## config.mk

```make
export PLATFORM = sky130hd
export DESIGN_NAME = rgb_to_ycbcr420_block
export DESIGN_NICKNAME = d
export VERILOG_FILES = /design/src/rtl/r2y420_pkg.sv /design/src/rtl/rgb_to_ycbcr420_block.sv
export SDC_FILE = /design/constraint.sdc
export NUM_CORES = 2
export LEC_CHECK = 0
export BUFFER_PORTS_ARGS = -buffer_cell sky130_fd_sc_hd__buf_2
export CORE_UTILIZATION = 30
export DETAILED_ROUTE_END_ITERATION = 10
export PLACE_DENSITY_LB_ADDON = 0.1
export SLEW_MARGIN = 20
export SYNTH_ARGS = -nofsm -noshare
export SYNTH_HDL_FRONTEND = slang
export SYNTH_SLANG_ARGS = --single-unit
export TNS_END_PERCENT = 5
```

## constraint.sdc

```tcl
create_clock -name clk -period 8.61 [get_ports clk]
set_input_delay 1.722 -clock clk [delete_from_list [all_inputs] [get_ports clk]]
set_output_delay 1.722 -clock clk [all_outputs]
set_load 0.02 [all_outputs]
```

## src/rtl/r2y420_pkg.sv

```systemverilog
// Shared types and constants for the 2x2 RGB to YCbCr 4:2:0 converter.
// Holds the input and output word structs and the Q16/Q18 coefficients.
// No dependencies.
package r2y420_pkg;

	// One 2x2 block of BGR pixels, first row then second row.
	typedef struct packed {
		logic [7:0] first_left_blue;
		logic [7:0] first_left_green;
		logic [7:0] first_left_red;
		logic [7:0] first_right_blue;
		logic [7:0] first_right_green;
		logic [7:0] first_right_red;
		logic [7:0] second_left_blue;
		logic [7:0] second_left_green;
		logic [7:0] second_left_red;
		logic [7:0] second_right_blue;
		logic [7:0] second_right_green;
		logic [7:0] second_right_red;
	} pix_t;

	// Four luma bytes and the shared chroma pair.
	typedef struct packed {
		logic [7:0] luma_first_left;
		logic [7:0] luma_first_right;
		logic [7:0] luma_second_left;
		logic [7:0] luma_second_right;
		logic [7:0] blue_difference;
		logic [7:0] red_difference;
	} ycc_t;

	// Luma coefficients in Q16, offset 16.5 in Q16.
	localparam logic [15:0] LUMA_CB     = 16'd6423;
	localparam logic [15:0] LUMA_CG     = 16'd33030;
	localparam logic [15:0] LUMA_CR     = 16'd16843;
	localparam logic [23:0] LUMA_OFFSET = 24'd1081344;
	localparam logic [7:0]  LUMA_MIN    = 8'd16;
	localparam logic [7:0]  LUMA_MAX    = 8'd235;

	// Chroma coefficient magnitudes in Q16; the divide by four is folded
	// into the final shift of 18. Offset 128.5 in Q18.
	localparam logic [14:0] CB_CB_MAG   = 15'd28770;
	localparam logic [14:0] CB_CG_MAG   = 15'd19071;
	localparam logic [14:0] CB_CR_MAG   = 15'd9699;
	localparam logic [14:0] CR_CB_MAG   = 15'd4653;
	localparam logic [14:0] CR_CG_MAG   = 15'd24117;
	localparam logic [14:0] CR_CR_MAG   = 15'd28770;
	localparam logic signed [26:0] CHROMA_OFFSET = 27'sd33685504;
	localparam logic [7:0]  CHROMA_MIN  = 8'd16;
	localparam logic [7:0]  CHROMA_MAX  = 8'd240;

	// Take the integer part of a Q16 luma sum and clamp it.
	function automatic logic [7:0] luma_clamp(input logic [23:0] acc);
		logic [7:0] v;
		v = acc[23:16];
		if (v < LUMA_MIN) begin
			return LUMA_MIN;
		end else if (v > LUMA_MAX) begin
			return LUMA_MAX;
		end
		return v;
	endfunction

	// Take the integer part of a signed Q18 chroma sum and clamp it.
	// A negative sum is treated as zero, which clamps up to the minimum.
	function automatic logic [7:0] chroma_clamp(input logic signed [26:0] acc);
		logic [8:0] v;
		v = acc[26:18];
		if (acc[26]) begin
			return CHROMA_MIN;
		end else if (v < 9'(CHROMA_MIN)) begin
			return CHROMA_MIN;
		end else if (v > 9'(CHROMA_MAX)) begin
			return CHROMA_MAX;
		end
		return v[7:0];
	endfunction

endpackage

```

## src/rtl/rgb_to_ycbcr420_block.sv

```systemverilog
// Top level of the 2x2 BGR to BT.601 limited-range YCbCr 4:2:0 converter.
// Four-stage pipeline with a stall chain that runs back through every stage.
// Depends on r2y420_pkg.
//
// Usage: the pixel channel (pix_valid, pix_stall, pix) carries one word per
// 2x2 block: three bytes for each of the four pixels. The result channel
// (ycc_valid, ycc_stall, ycc) carries one word per block: four luma bytes
// and one Cb and one Cr byte shared by the block.
// A word is taken at a rising edge where valid is high and stall is low.
// The accepting edge loads stage 1; the word then moves on through stages
// 2, 3 and 4, and ycc_valid rises when it reaches stage 4. The block takes
// one word every cycle while pix_stall is low. The four register stages
// hold: luma products and chroma channel sums, luma sums and chroma
// products, luma clamp and chroma sums, chroma clamp. The last stage is
// the output register.
// Each stage moves whenever it is empty or the stage after it moves, so
// bubbles close up. pix_stall rises only when all four stages hold a word
// and the receiver stalls; a stalled result word holds its value.
// Reset clears every stage's valid bit; payload registers are not reset.
module rgb_to_ycbcr420_block (
	input  logic              clk,
	input  logic              arst_n,
	input  logic              pix_valid,
	output logic              pix_stall,
	input  r2y420_pkg::pix_t  pix,
	output logic              ycc_valid,
	input  logic              ycc_stall,
	output r2y420_pkg::ycc_t  ycc
);

	// Per-pixel channel bytes, in the order left-first, right-first,
	// left-second, right-second.
	logic [7:0] blue  [4];
	logic [7:0] green [4];
	logic [7:0] red   [4];

	assign blue[0]  = pix.first_left_blue;
	assign green[0] = pix.first_left_green;
	assign red[0]   = pix.first_left_red;
	assign blue[1]  = pix.first_right_blue;
	assign green[1] = pix.first_right_green;
	assign red[1]   = pix.first_right_red;
	assign blue[2]  = pix.second_left_blue;
	assign green[2] = pix.second_left_green;
	assign red[2]   = pix.second_left_red;
	assign blue[3]  = pix.second_right_blue;
	assign green[3] = pix.second_right_green;
	assign red[3]   = pix.second_right_red;

	// Stage valid bits and the backward move signals.
	logic v_s1, v_s2, v_s3, v_s4;
	logic mv1, mv2, mv3, mv4;

	// A stage may load when it is empty or its word leaves this cycle.
	assign mv4 = !v_s4 || !ycc_stall;
	assign mv3 = !v_s3 || mv4;
	assign mv2 = !v_s2 || mv3;
	assign mv1 = !v_s1 || mv2;
	assign pix_stall = !mv1;

	// Stage 1: luma products for every pixel, chroma channel sums.
	logic [23:0] lpb_s1 [4];
	logic [23:0] lpg_s1 [4];
	logic [23:0] lpr_s1 [4];
	logic [9:0]  sb_s1, sg_s1, sr_s1;

	// Stage 2: luma sums with offset, chroma product magnitudes.
	logic [23:0] lacc_s2 [4];
	logic [24:0] cbb_s2, cbg_s2, cbr_s2;
	logic [24:0] crb_s2, crg_s2, crr_s2;

	// Stage 3: clamped luma, signed chroma sums.
	logic [7:0]         luma_s3 [4];
	logic signed [26:0] cb_acc_s3, cr_acc_s3;

	// Stage 4: the output word.
	r2y420_pkg::ycc_t ycc_s4;

	always_ff @(posedge clk or negedge arst_n) begin
		if (!arst_n) begin
			v_s1 <= 1'b0;
			v_s2 <= 1'b0;
			v_s3 <= 1'b0;
			v_s4 <= 1'b0;
		end else begin
			if (mv1) begin
				v_s1 <= pix_valid;
			end
			if (mv2) begin
				v_s2 <= v_s1;
			end
			if (mv3) begin
				v_s3 <= v_s2;
			end
			if (mv4) begin
				v_s4 <= v_s3;
			end
		end
	end

	// Stage 1 payload. Each luma product is 16 by 8 bits; each channel sum
	// covers the four pixels and fits ten bits.
	always_ff @(posedge clk) begin
		if (mv1 && pix_valid) begin
			for (int i = 0; i < 4; i++) begin
				lpb_s1[i] <= 24'(r2y420_pkg::LUMA_CB * blue[i]);
				lpg_s1[i] <= 24'(r2y420_pkg::LUMA_CG * green[i]);
				lpr_s1[i] <= 24'(r2y420_pkg::LUMA_CR * red[i]);
			end
			sb_s1 <= 10'(blue[0])  + 10'(blue[1])  + 10'(blue[2])  + 10'(blue[3]);
			sg_s1 <= 10'(green[0]) + 10'(green[1]) + 10'(green[2]) + 10'(green[3]);
			sr_s1 <= 10'(red[0])   + 10'(red[1])   + 10'(red[2])   + 10'(red[3]);
		end
	end

	// Stage 2 payload. The luma sum peaks just under 2^24, so 24 bits hold
	// it without wrap.
	always_ff @(posedge clk) begin
		if (mv2 && v_s1) begin
			for (int i = 0; i < 4; i++) begin
				lacc_s2[i] <= lpb_s1[i] + lpg_s1[i] + lpr_s1[i] + r2y420_pkg::LUMA_OFFSET;
			end
			cbb_s2 <= 25'(r2y420_pkg::CB_CB_MAG * sb_s1);
			cbg_s2 <= 25'(r2y420_pkg::CB_CG_MAG * sg_s1);
			cbr_s2 <= 25'(r2y420_pkg::CB_CR_MAG * sr_s1);
			crb_s2 <= 25'(r2y420_pkg::CR_CB_MAG * sb_s1);
			crg_s2 <= 25'(r2y420_pkg::CR_CG_MAG * sg_s1);
			crr_s2 <= 25'(r2y420_pkg::CR_CR_MAG * sr_s1);
		end
	end

	// Stage 3 payload. Chroma products carry their signs here: Cb adds
	// blue and subtracts green and red, Cr adds red and subtracts the rest.
	always_ff @(posedge clk) begin
		if (mv3 && v_s2) begin
			for (int i = 0; i < 4; i++) begin
				luma_s3[i] <= r2y420_pkg::luma_clamp(lacc_s2[i]);
			end
			cb_acc_s3 <= $signed({2'b00, cbb_s2}) - $signed({2'b00, cbg_s2})
				- $signed({2'b00, cbr_s2}) + r2y420_pkg::CHROMA_OFFSET;
			cr_acc_s3 <= $signed({2'b00, crr_s2}) - $signed({2'b00, crb_s2})
				- $signed({2'b00, crg_s2}) + r2y420_pkg::CHROMA_OFFSET;
		end
	end

	// Stage 4 payload: the output register.
	always_ff @(posedge clk) begin
		if (mv4 && v_s3) begin
			ycc_s4.luma_first_left   <= luma_s3[0];
			ycc_s4.luma_first_right  <= luma_s3[1];
			ycc_s4.luma_second_left  <= luma_s3[2];
			ycc_s4.luma_second_right <= luma_s3[3];
			ycc_s4.blue_difference   <= r2y420_pkg::chroma_clamp(cb_acc_s3);
			ycc_s4.red_difference    <= r2y420_pkg::chroma_clamp(cr_acc_s3);
		end
	end

	assign ycc_valid = v_s4;
	assign ycc       = ycc_s4;

	// The input stalls only when the whole pipeline is full and blocked.
	a_stall_full: assert property (@(posedge clk) disable iff (!arst_n)
		pix_stall |-> (v_s1 && v_s2 && v_s3 && v_s4 && ycc_stall))
		else $error("input stalled while a stage was free");

	// A word that is blocked at the output is still there next cycle.
	a_hold_word: assert property (@(posedge clk) disable iff (!arst_n)
		(v_s4 && ycc_stall) |=> (v_s4 && $stable(ycc_s4)))
		else $error("blocked result word lost or changed");

	// Luma of every pixel lies within the limited range.
	a_luma_range: assert property (@(posedge clk) disable iff (!arst_n)
		v_s4 |-> (ycc_s4.luma_first_left >= 8'd16 && ycc_s4.luma_first_left <= 8'd235
			&& ycc_s4.luma_first_right >= 8'd16 && ycc_s4.luma_first_right <= 8'd235
			&& ycc_s4.luma_second_left >= 8'd16 && ycc_s4.luma_second_left <= 8'd235
			&& ycc_s4.luma_second_right >= 8'd16 && ycc_s4.luma_second_right <= 8'd235))
		else $error("luma out of range");

	// The chroma pair lies within the limited range.
	a_chroma_range: assert property (@(posedge clk) disable iff (!arst_n)
		v_s4 |-> (ycc_s4.blue_difference >= 8'd16 && ycc_s4.blue_difference <= 8'd240
			&& ycc_s4.red_difference >= 8'd16 && ycc_s4.red_difference <= 8'd240))
		else $error("chroma out of range");

endmodule
```

After elaboration in Yosys (flattened, before gate mapping)

Memories as Yosys holds them, arrays and structs flattened. A register that Yosys moved wholly into a read port is not among the register bits.
Cells that the tools add are included.
W data, S select, Z words.

Flip-flop bits (word level): 249
Latch bits: 0
Bits in writable memories: 396
Memory bits (read-only): 0
Bits of input ports: 100
Output and inout bits: 50
Memories kept: 5

$add $sub $neg: 27
Multiply operators: 18
Div/mod/pow operators: 0
$lt $le $gt $ge: 12
Equal/unequal tests: 0
Shift operators: 0
Mux-type cells: 50
Bitwise logic cells: 0
Reduce and logical (&&, ||, !) cells: 14

Memory list:

| name    | words | width | rd ports | clocked after Yosys merged registers in | write ports | RTL line                    | text |
|---|---|---|---|---|---|---|---|
| lacc_s2 | 4     | 24    | 4        | 0                                       | 4           | rgb_to_ycbcr420_block.sv:68 | `logic [23:0] lacc_s2 [4];` |
| lpg_s1  | 4     | 23    | 4        | 0                                       | 4           | rgb_to_ycbcr420_block.sv:63 | `logic [23:0] lpg_s1 [4];` |
| lpr_s1  | 4     | 23    | 4        | 0                                       | 4           | rgb_to_ycbcr420_block.sv:64 | `logic [23:0] lpr_s1 [4];` |
| lpb_s1  | 4     | 21    | 4        | 0                                       | 4           | rgb_to_ycbcr420_block.sv:62 | `logic [23:0] lpb_s1 [4];` |
| luma_s3 | 4     | 8     | 4        | 4                                       | 4           | rgb_to_ycbcr420_block.sv:73 | `logic [7:0] luma_s3 [4];` |

Operators with widths:

| kind                     | count |
|---|---|
| $add A24 B24 Y24         | 8 |
| $mux W8                  | 24 |
| $mul A15 B8 Y23 const A  | 8 |
| $add A24 B21 Y24 const B | 4 |
| $mul A13 B8 Y21 const A  | 4 |
| $mul A14 B10 Y24 const A | 3 |
| $add A27 B27 Y27 const B | 2 |
| $mul A15 B10 Y25 const A | 2 |
| $gt A8 B8 Y1 const B     | 4 |
| $lt A8 B5 Y1 const B     | 4 |
| $add A10 B8 Y10          | 3 |
| $add A9 B8 Y10           | 3 |
| $add A8 B8 Y9            | 3 |
| $sub A26 B25 Y27         | 1 |
| $sub A26 B26 Y27         | 1 |
| $mux W1                  | 26 |
| $sub A25 B23 Y26         | 1 |
| $sub A25 B25 Y26         | 1 |
| $mul A13 B10 Y23 const A | 1 |
| $gt A9 B8 Y1 const B     | 2 |
| $lt A9 B5 Y1 const B     | 2 |
| $logic_not A1 Y1         | 6 |
| $logic_and A1 B1 Y1      | 4 |
| $logic_or A1 B1 Y1       | 4 |

Logic depth before layout (Yosys ltp)

Depth in word-level cells: 8
Mapped depth: 22
Gate-level depth less buffers: 22

Worst setup path after synthesis

OpenSTA, ideal clock, no wires.

Path type: input to register
Start: input port ycc_stall
End: memory lpb_s1[0][0] (netlist name) (enable)
Setup time: 0.698 ns
Arrival time: 8.805 ns
Required time: 7.912 ns
Path slack: -0.893 ns
Stages: 3
Path buffers: 0
Path through: and3_1 -> nand3_1 -> and2_1

RTL lines:

| what               | RTL line                    | text |
|---|---|---|
| start: declaration | rgb_to_ycbcr420_block.sv:27 | `input logic ycc_stall,` |
| end: declaration   | rgb_to_ycbcr420_block.sv:62 |  |

Worst setup path in the final report

Start: register sg_s1[8]
End: register cbg_s2[22], data pin

Word-level cells in the longest chain between the ends: 1

Ends and longest elaborated chain:

| what                     | RTL line                     | text |
|---|---|---|
| start: declaration       | rgb_to_ycbcr420_block.sv:65  | `logic [9:0] sb_s1, sg_s1, sr_s1;` |
| start signal: assignment | rgb_to_ycbcr420_block.sv:111 | `sg_s1 <= 10'(green[0]) + 10'(green[1]) + 10'(green[2]) + 10'(green[3]);` |
| $mul A15 B10 Y25         | rgb_to_ycbcr420_block.sv:124 | `cbg_s2 <= 25'(r2y420_pkg::CB_CG_MAG * sg_s1);` |
| end signal: assignment   | rgb_to_ycbcr420_block.sv:124 |  |
| end: declaration         | rgb_to_ycbcr420_block.sv:69  | `logic [24:0] cbb_s2, cbg_s2, cbr_s2;` |

No other way between the ends.
A chain may end at the register's enable or synchronous reset.

==> impl_metrics.yaml <==
final_layout:
  drive_gt1_frac: 0.0595
  filler_cell_count: 20100
  area.sequential_um2: 17200
  utilization: 0.337
  multiInputGateArea_um2: 39100
  fin_nets: 7507
  flow.area_growth_from_synthesis_pct: 11.3
grt:
  grtUsageMet1: 0.205
  global_route.overflow_total: 0
  grt_max_degree: 147
  gr-max-usage-layer: "met2"
  gr_layer_usage_met3: 0.0206
  antenna_found_initial: 34
  grt_pass1_wl_um: 240000
  groute.usage.overall: 0.155
  grt_util_met2: 0.264
  grt_pass1_vias: 40700
timing:
  fmax_mhz: 169
  clock_skew_ns: 0.0388
  max_slew_margin: 0.327
  rsz0062_at_grt: "false"
  timing.final.setup_violations: 0
  final_max_slew_viol_count: 0
  worst_slew_pin_slew_ns: 1.01
  timing.final.crit_share: 0.687
  period_needed_ns: 5.92
  final-hold-violation-count: 0
  summed_negative_setup_slack_over_all_endpoints_ns: 0
synthesis:
  number_of_synthesized_register_bits: 573
  postSynth.asyncResetShare: 0.00698
  synthesis.nets: 7295
  average_size_of_a_mapped_cell_um2: 11.1
  post_synth_inst_count: 5407
  netlist-cell-type-count: 87
  synth-main-ff-cell: "edfxtp_1"
  synth_enable_flop_cells: 569
  ys_seq_area_frac: 0.287
  synth_warnings: 0
  synthesis.area_um2: 59900
clock_tree:
  clock_tree.root_cell: "clkbuf_16"
  cts_setup_buffers: 0
  clock_insertion_delay_worst_skew_ns: 0.71
  tritoncts.num_buffers: 79
  numClockSinks: 573
  cts_max_path_buffers: 3
  cts.clk_slew.worst_paths_ns: 0.06
  cts_repair_resize_count: 0
  clock_tree_from_tritoncts: "done"
  htree_levels: 3
  cts-hold-fix-buffers: 0
worst_setup_path:
  crit_path_end_kind: "register"
  data_arrival_time_of_the_critical_path_ns: 6.35
  start_kind: "register"
  cp_max_fo: 11
  reg2reg_slack_ns: 2.69
  class_of_the_most_critical_setup_path: "register to register"
  critPathRequiredTime_ns: 9.04
route:
  firstDrtPassIters: 5
  route.detailed.drc: 0
  vias_per_cell: 4.58
  drtAntennaViolNets: 0
  finalWirelength_um: 153000
  drt-wirelength-per-cell_um: 18.4
  first_iter_violations: 1777
  num_vias: 38200
worst_hold_path:
  min_delay_path_class: "register to register"
run_status:
  outcome: "finished clean"
die:
  floorplan.rows: 163
  io_pins: 150
  die_w_um: 449
  initial_utilization: 0.303
  design.die.area_um2: 201000
  die_height_um: 449
  floorplan.core_area_um2: 198000
flow_run:
  drv.max_cap_violation_count: 0
place:
  gpl.final_weighted_congestion: 0.818
  detailed_place_hpwl_um: 128000
  placement.io_buffers: 149
final cells by class:
cell class                 instances  area share
sequential                       573       0.258
tap                             2640      0.0495
clock buffer                      89      0.0308
antenna                            9    0.000338
clock inverter                    56     0.00967
inverter                         940      0.0529
timing repair buffer             159      0.0127
multi-input combinational       3866       0.586
worst max-delay path: stages, from the launching register on:
cell	delay, ns
edfxtp_1	0.62
fa_1	0.81
xor2_1	0.43
ha_1	0.34
fa_1	0.54
inv_1	0.05
fa_1	0.52
inv_1	0.04
ha_1	0.28
ha_1	0.36
and2_1	0.17
o21ai_0	0.16
o31ai_1	0.13
o41ai_2	0.52
o21ai_0	0.15
a21oi_1	0.23
o21ai_0	0.12
xor2_1	0.16
sequential cells by signal, indices dropped and copies added, names as in the netlist, 24 cells and up:
name / cells
luma_s3: 32
ycc: 48
crg_s2: 24
crr_s2: 24
lacc_s2: 32
lpb_s1: 84
cbg_s2: 25
lpr_s1: 92
lpg_s1: 92
per-layer routing:
metal	share of wire	vias to the layer above	routed length [um]
met2	0.47	404	72500
met5	0.00059	-	91
met4	0.024	12	3700
met3	0.030	170	4650
met1	0.47	18300	72200
li1	-	19300	-
Yosys cell counts, drive strengths merged (23+ instances only):
cell type / n / area, um^2
ha: 1336 / 16700
inv: 940 / 3530
edfxtp: 569 / 17100
fa: 452 / 9050
a21oi: 292 / 1490
xnor2: 277 / 2430
nor2: 228 / 856
nand2: 151 / 567
a21o: 144 / 1080
o21ai: 136 / 681
xor2: 129 / 1130
nand3: 84 / 420
o21bai: 64 / 480
nor3: 57 / 285
nor2b: 54 / 338
a31oi: 40 / 265
and3: 35 / 219
nand2b: 35 / 219
o21a: 34 / 255
and2: 30 / 188
clkbuf: 28 / 105
nand4: 23 / 144
or2: 23 / 144
path summary, 6_finish.rpt:
kind	startpoint	endpoint	cells after the start
max	sg_s1[8]$_DFFE_PP_	cbg_s2[22]$_DFFE_PP_	17
min	luma_s3[1][5]$_DFFE_PP_	ycc[37]$_DFFE_PP_	0
max reg2reg	sg_s1[8]$_DFFE_PP_	cbg_s2[22]$_DFFE_PP_	17
min reg2reg	luma_s3[1][5]$_DFFE_PP_	ycc[37]$_DFFE_PP_	0
max in group asynchronous	arst_n	v_s3$_DFFE_PN0P_	1
min in group asynchronous	arst_n	v_s2$_DFFE_PN0P_	1
placed cells by master (no fill, tap or decap), drive strengths merged, types with 36 or more instances in the layout:
cell type  count
a21o         144
a21oi        292
a31oi         40
buf          159
clkbuf        89
clkinv        36
edfxtp       569
fa           452
ha          1336
inv          944
nand2        151
nand3         84
nor2         228
nor2b         54
nor3          57
o21ai        136
o21bai        64
xnor2        277
xor2         129
logic make-up after synthesis:
logic type,after synthesis,share of synthesized area
muxes,2,0.000334
xor gates and xnor gates,406,0.0594
adders and majority gates,1788,0.430
buffers and inverters,968,0.0607
DFF,573,0.287
AOI/OAI and AO/OA,893,0.0987
and+or+nand+nor,777,0.0635
through the flow:
stage                     cells  setup slack [ns]  hold slack [ns]  cell area, um^2
after detailed placement   8178              2.55            0.405            63900
final                      8332              2.69            0.417            66700
after global placement     8178              2.52            0.403            63900
after global routing       8328              2.11            0.426            66700
after CTS                  8323              2.67            0.415            66600
after floorplan            5407              2.12            0.400            59900
Power is not shown: default switching activity piles up to over one toggle a cycle in this logic, so the estimate is an artifact.
